**config.mk**
```make
export PLATFORM = sky130hd
export DESIGN_NAME = orl_sincos
export DESIGN_NICKNAME = d
export VERILOG_FILES = /design/src/rtl/orl_pkg.sv /design/src/rtl/orl_sincos.sv
export SDC_FILE = /design/constraint.sdc
export NUM_CORES = 1
export LEC_CHECK = 0
export BUFFER_PORTS_ARGS = -buffer_cell sky130_fd_sc_hd__buf_4
export CAP_MARGIN = 20
export CORE_MARGIN = 4
export CORE_UTILIZATION = 30
export DETAILED_ROUTE_END_ITERATION = 6
export GPL_ROUTABILITY_DRIVEN = 0
export PLACE_DENSITY = 0.56
export SLEW_MARGIN = 20
export SYNTH_ARGS = -nofsm -noshare
export SYNTH_HDL_FRONTEND = slang
export SYNTH_SLANG_ARGS = --single-unit
```
**constraint.sdc**
```tcl
create_clock -name vclk -period 6.9
set_input_delay 0.69 -clock vclk [all_inputs]
set_output_delay 0.69 -clock vclk [all_outputs]
set_load 0.03 [all_outputs]
```
**src/rtl/orl_pkg.sv**
```systemverilog
package orl_pkg;

  localparam int COORD_BITS     = 13;
  localparam int SIZE_BITS      = 10;
  localparam int TRIG_FRAC_BITS = 14;
  localparam int ANGLE_BITS     = 16;

  // signed trig value, range -2^T .. 2^T
  localparam int TRIG_BITS = TRIG_FRAC_BITS + 2;
  // unsigned quarter sine entry, range 0 .. 2^T
  localparam int QSIN_BITS = TRIG_FRAC_BITS + 1;
  localparam int QSIN_N    = 91;
  // centre difference in Q1: 2*x + w spans COORD_BITS+2 signed, diff one more
  localparam int DIFF_BITS = COORD_BITS + 3;
  // dot products of two terms
  localparam int DOT_BITS  = 2 * TRIG_BITS + 1;
  localparam int DIST_BITS = DIFF_BITS + TRIG_BITS + 1;
  // extents of both rectangles summed, then the width of the scaled compare
  localparam int EXT_BITS  = SIZE_BITS + DOT_BITS + 2;
  localparam int CMP_BITS  = DIST_BITS + TRIG_FRAC_BITS + 2;

  // angle reduction: q = (a * RECIP) >> RECIP_SHIFT is floor(a/360) or one below
  localparam int          RECIP_SHIFT = 24;
  localparam int unsigned RECIP       = (1 << RECIP_SHIFT) / 360;
  localparam int          QUOT_BITS   = 8;
  localparam int          DEG_BITS    = 9;

  localparam logic [63:0] PI_Q30 = 64'd3373259426;

  typedef logic [QSIN_N*QSIN_BITS-1:0] qsin_tbl_t;

  // quarter sine table, sin(k deg) for k = 0..90, rounded to QT
  function automatic qsin_tbl_t build_qsin();
    qsin_tbl_t   tbl;
    logic [63:0] x;
    logic [63:0] x2;
    logic [63:0] term;
    logic [63:0] sum;
    tbl = '0;
    for (int k = 0; k < QSIN_N; k++) begin
      x    = (64'(k) * PI_Q30 + 64'd90) / 64'd180;
      x2   = (x * x) >> 30;
      term = x;
      sum  = x;
      // alternating Taylor terms, each derived from the one before
      term = ((term * x2) >> 30) / 64'd6;   sum = sum - term;
      term = ((term * x2) >> 30) / 64'd20;  sum = sum + term;
      term = ((term * x2) >> 30) / 64'd42;  sum = sum - term;
      term = ((term * x2) >> 30) / 64'd72;  sum = sum + term;
      term = ((term * x2) >> 30) / 64'd110; sum = sum - term;
      term = ((term * x2) >> 30) / 64'd156; sum = sum + term;
      term = ((term * x2) >> 30) / 64'd210; sum = sum - term;
      term = ((term * x2) >> 30) / 64'd272; sum = sum + term;
      term = ((term * x2) >> 30) / 64'd342; sum = sum - term;
      term = ((term * x2) >> 30) / 64'd420; sum = sum + term;
      sum = (sum + (64'd1 << (29 - TRIG_FRAC_BITS))) >> (30 - TRIG_FRAC_BITS);
      if (sum > (64'd1 << TRIG_FRAC_BITS)) begin
        sum = 64'd1 << TRIG_FRAC_BITS;
      end
      tbl[k*QSIN_BITS +: QSIN_BITS] = sum[QSIN_BITS-1:0];
    end
    return tbl;
  endfunction

  localparam qsin_tbl_t QSIN_TBL = build_qsin();

endpackage

```
**src/rtl/orl_sincos.sv**
```systemverilog
module orl_sincos (
  input  logic [orl_pkg::DEG_BITS-1:0]         deg,
  output logic signed [orl_pkg::TRIG_BITS-1:0] sin_v,
  output logic signed [orl_pkg::TRIG_BITS-1:0] cos_v
);
  import orl_pkg::*;

  logic [DEG_BITS-1:0]  ks;
  logic [DEG_BITS-1:0]  kc;
  logic                 ns;
  logic                 nc;
  logic [QSIN_BITS-1:0] qs;
  logic [QSIN_BITS-1:0] qc;

  // fold the angle into the first quadrant, keep the signs
  always_comb begin
    if (deg < DEG_BITS'(90)) begin
      ks = deg;                   ns = 1'b0;
      kc = DEG_BITS'(90) - deg;   nc = 1'b0;
    end else if (deg < DEG_BITS'(180)) begin
      ks = DEG_BITS'(180) - deg;  ns = 1'b0;
      kc = deg - DEG_BITS'(90);   nc = 1'b1;
    end else if (deg < DEG_BITS'(270)) begin
      ks = deg - DEG_BITS'(180);  ns = 1'b1;
      kc = DEG_BITS'(270) - deg;  nc = 1'b1;
    end else begin
      ks = DEG_BITS'(360) - deg;  ns = 1'b1;
      kc = deg - DEG_BITS'(270);  nc = 1'b0;
    end
  end

  assign qs = QSIN_TBL[ks[6:0]*QSIN_BITS +: QSIN_BITS];
  assign qc = QSIN_TBL[kc[6:0]*QSIN_BITS +: QSIN_BITS];

  assign sin_v = ns ? -$signed({1'b0, qs}) : $signed({1'b0, qs});
  assign cos_v = nc ? -$signed({1'b0, qc}) : $signed({1'b0, qc});

endmodule

```
# == Yosys cells after proc, flatten, opt, wreduce, memory -nomap -nowiden ==
# Index checks and enable logic that the tools add are counted.
# totals
register_bits,0
in_bits,9
word_cells,29
# op_classes
n_addsub,9
n_mul,2
order_cmp,3
n_shift,2
muxes,13
# op_table
cell,count
"1365-bit by 12-bit indexed part select with 15-bit output, first input constant",2
7-bit 2-to-1 mux,6
16-bit 2-to-1 mux,2
15-bit negation with 16-bit output,2
"7-bit by 4-bit multiplier with 11-bit output, second input constant",2
"7-bit subtractor, first input constant",2
"9-bit by 7-bit < comparator with 1-bit output, second input constant",1
"9-bit by 8-bit < comparator with 1-bit output, second input constant",1
"9-bit < comparator, second input constant",1
"4-bit by 7-bit subtractor with 7-bit output, first input constant",1
"6-bit by 7-bit subtractor with 7-bit output, first input constant",1
"7-bit by 4-bit subtractor with 7-bit output, second input constant",1
"7-bit by 6-bit subtractor with 7-bit output, second input constant",1
"7-bit subtractor, second input constant",1
1-bit 2-to-1 mux,5

# == Logic depth before layout (Yosys ltp) ==
# logic_depth
word_depth,8
depth_mapped,23

# == Worst setup path after synthesis ==
# Ideal clock, no wire load.
# synth_path
path_type,input to output
from,input deg[2] (netlist name)
to,output cos_v[14] (netlist name)
arrival_ps,5577
setup_slack_ps,633
stages,20
n_path_buf,3
cell_sequence,buf_1 inv_1 ha_1 and4b_1 nor2_1 buf_2 a21oi_1 mux2i_2 ha_1 clkbuf_1 nor2_1 a2111oi_0 nor4_2 inv_1 ha_1 o2111ai_1 nor4_4 nand2_2 o31ai_1 xnor2_1
# synth_via
elab_chain_len,8
word_cells_on_any_way,17
classes_between,add/sub (5); mul (1); order compare (3); shift (1); mux (7)
# synth_rtl
item,line,source
"start, declared",orl_sincos.sv:2,"input logic [orl_pkg::DEG_BITS-1:0] deg,"
9-bit < comparator (tied with other cells),orl_sincos.sv:23,end else if (deg < DEG_BITS'(270)) begin
7-bit 2-to-1 mux,orl_sincos.sv:23,
7-bit 2-to-1 mux,orl_sincos.sv:20,end else if (deg < DEG_BITS'(180)) begin
7-bit 2-to-1 mux,orl_sincos.sv:17,if (deg < DEG_BITS'(90)) begin
7-bit by 4-bit multiplier with 11-bit output,orl_sincos.sv:33,assign qc = QSIN_TBL[kc[6:0]*QSIN_BITS +: QSIN_BITS];
1365-bit by 12-bit indexed part select with 15-bit output,orl_sincos.sv:33,
15-bit negation with 16-bit output,orl_sincos.sv:36,"assign cos_v = nc ? -$signed({1'b0, qc}) : $signed({1'b0, qc});"
16-bit 2-to-1 mux (*),orl_sincos.sv:36,
"end, declared",orl_sincos.sv:4,output logic signed [orl_pkg::TRIG_BITS-1:0] cos_v
# Every way passes the cells marked *; elsewhere a longest branch is shown, timed or not.

# == Final worst setup path ==
# layout_path
from,input deg[2] (netlist name)
to,output sin_v[13] (netlist name)
# layout_via
elab_chain_len,8
word_cells_on_any_way,15
classes_between,add/sub (4); mul (1); order compare (3); shift (1); mux (6)
# layout_rtl
item,line,source
9-bit < comparator (tied with other cells),orl_sincos.sv:23,
7-bit 2-to-1 mux,orl_sincos.sv:23,
7-bit 2-to-1 mux,orl_sincos.sv:20,
7-bit 2-to-1 mux,orl_sincos.sv:17,
7-bit by 4-bit multiplier with 11-bit output,orl_sincos.sv:32,assign qs = QSIN_TBL[ks[6:0]*QSIN_BITS +: QSIN_BITS];
1365-bit by 12-bit indexed part select with 15-bit output,orl_sincos.sv:32,
15-bit negation with 16-bit output,orl_sincos.sv:35,"assign sin_v = ns ? -$signed({1'b0, qs}) : $signed({1'b0, qs});"
16-bit 2-to-1 mux (*),orl_sincos.sv:35,
"end, declared",orl_sincos.sv:3,"output logic signed [orl_pkg::TRIG_BITS-1:0] sin_v,"
# Marked as above.

==> flow_metrics.py <==
metrics = {
    "status": {
        "status": "completed",
    },
    "die": {
        "die_h_microns": 147,
        "die-area_sq_um": 21500,
        "die_w_microns": 147,
        "boundaryPins": 41,
        "core_region_area_sq_um": 18800,
        "initial_core_util_pct": 30.6,
        "rows": 50,
    },
    "drt": {
        "num_vias": 7757,
        "via_per_inst": 6.89,
        "ant_nets": 0,
        "first_pass_iters": 7,
        "detail_route.wl_per_cell_microns": 22.1,
        "drc_errors": 0,
        "routed_wl_microns": 24900,
        "drt_iter0_markers": 1517,
    },
    "setup_path": {
        "worstPathMaxFanout": 21,
        "crit_required_ns": 6.21,
        "worstSetupStartpoint": "deg[2]",
        "critPathArrivalTime_ns": 5.74,
        "crit_type": "in2out",
        "end_kind": "output pin",
        "start_kind": "input pin",
    },
    "synthesis": {
        "synthTopCellsByArea": "ha_1, a21oi_1, o21ai_0",
        "synth.most_common_cell": "a21oi_1",
        "netlist_area_sq_um": 5760,
        "synth_top_cell_area_share_pct": 8.25,
        "yosysSeqAreaShare_pct": 0,
        "synthCells": 862,
        "ys_warn_count": 0,
        "yosysTopAreaCell": "ha_1",
        "synthesis.nets": 909,
        "synth_commonest_cells": "a21oi_1, o21ai_0, nor2_1, nand2_1, nor3_1",
        "postSynthAreaPerCell_sq_um": 6.69,
        "synth_cell_types": 99,
    },
    "placed_design": {
        "portBuffers": 41,
        "place_ws_ns": 0.668,
        "place_hpwl_microns": 17500,
    },
    "final_layout": {
        "syn_to_final_growth_pct": 10.7,
        "clkbuf_count": 0,
        "seq_cells": 0,
        "drive_above_1_share_pct": 16.5,
        "final_util_pct": 33.9,
        "fin_nets": 915,
        "seq_area_sq_um": 0,
        "n_antenna_cell": 0,
    },
    "sta": {
        "fin_crit_ns": 6.43,
        "post-route-period-util_pct": 93.1,
        "hold_viol": 0,
        "final-setup-viol-count": 0,
        "fin_setup_tns_ns": 0,
        "slew_headroom_pct": 39.3,
        "grt_setup_unrepaired": "false",
        "worstMarginPinSlew_ns": 0.910,
        "slew_violations": 0,
        "layout_setup_ws_ns": 0.475,
        "fmax_mhz": 156,
    },
    "clocking": {
        "cts_hold_buf": 0,
        "cts_setup_buffers": 0,
        "cts_resized": 0,
    },
    "global_route": {
        "grt_max_degree": 37,
        "grt_pass1_vias": 7107,
        "antenna_found_initial": 0,
        "gr-usage-all-layers_pct": 21.3,
        "overflow": 0,
        "grt_pass1_wl_microns": 39200,
    },
    "job": {
        "maxCapViolations": 0,
    },
    "min_path": {
        "hold_class": "in2out",
        "hold_start": "deg[7]",
    },
    "power": {
        "p_per_area_nw_per_um2": 205,
        "leakage_nw": 2.30,
        "irDropWorstVdd_mv": 0.103,
    },
}
==> stage by stage <==
step,cell area [sq um],hold WS [ns],std cells,total power [W]
after detailed placement,6380,2.20,1126,0.00127
final,6380,2.20,1126,0.00131
after global placement,6380,2.20,1126,0.00128
after floorplan,5760,2.04,862,0.000890
after global routing,6380,2.23,1126,0.00138
after CTS,6380,2.20,1126,0.00127
==> area by class of cell <==
| cell class | instances | area, sq um |
|---|---|---|
| Fill cell | 2076 | 12500 |
| Timing Repair Buffer | 91 | 683 |
| Multi-Input combinational cell | 751 | 5280 |
| Inverter | 24 | 90.1 |
| Tap cell | 260 | 325 |
==> worst max-delay path, cell delays in order <==
cell,delay (ns)
buf_4,0.23
inv_1,0.23
ha_1,0.28
and4b_1,0.37
nand2b_1,0.13
buf_4,0.25
o21ai_0,0.17
a21o_1,0.33
buf_4,0.23
inv_2,0.20
ha_1,0.26
inv_1,0.15
a21oi_1,0.19
a21oi_1,0.06
a2111oi_0,0.53
a21boi_0,0.31
a211oi_1,0.14
a21oi_1,0.28
and2_1,0.25
a31oi_1,0.12
xnor2_1,0.15
buf_4,0.18
==> final timing paths <==
check | end | slack, ns | cells past startpoint
worst min-delay path | sin_v[15] | 2.20 | 4
worst max-delay path | sin_v[13] | 0.47 | 22
==> cells in the final DEF, fill, tap and decap left out, drive strengths merged, types with 7 or more instances in the layout <==
cell     Yosys  routed
buf         50      91
a21oi       71      71
o21ai       65      65
nor2        62      62
nand2       57      57
nor3        42      42
ha          38      38
nand3       33      33
o211ai      28      28
inv         23      23
a31oi       21      21
nor4        20      20
xnor2       19      19
a211oi      17      17
nand4       15      15
o2111ai     14      14
o31ai       14      14
a2111oi     14      14
xor2        13      13
and3        12      12
o221ai      12      12
mux2i       11      11
a311oi      10      10
o22ai        9       9
nand2b       8       8
and2         7       7
a21o         7       7
==> report_power, final <==
part / leakage [nW] / switching [W] / internal, W
clock: 0 / 0 / 0
sequential: 0 / 0 / 0
combinational: 2.30 / 0.000855 / 0.000451
==> per-layer routing <==
metal	track usage, %	part of all wire [%]	vias to the layer above
met5	0	0	-
met1	28.3	39	3495
met4	11.4	7.0	0
met2	33.0	42	632
met3	3.54	12	188
li1	-	-	3442
==> logic make-up after synthesis <==
| group | Yosys count | synth area share (%) |
|---|---|---|
| AOI/OAI and AO/OA | 380 | 49.1 |
| and+or+nand+nor | 285 | 25.9 |
| buffers and inverters | 111 | 8.84 |
| adders and majority gates | 39 | 8.42 |
| xor gates and xnor gates | 32 | 4.99 |
| muxes | 15 | 2.76 |
No activity file was read; power rests on OpenSTA's default activity.
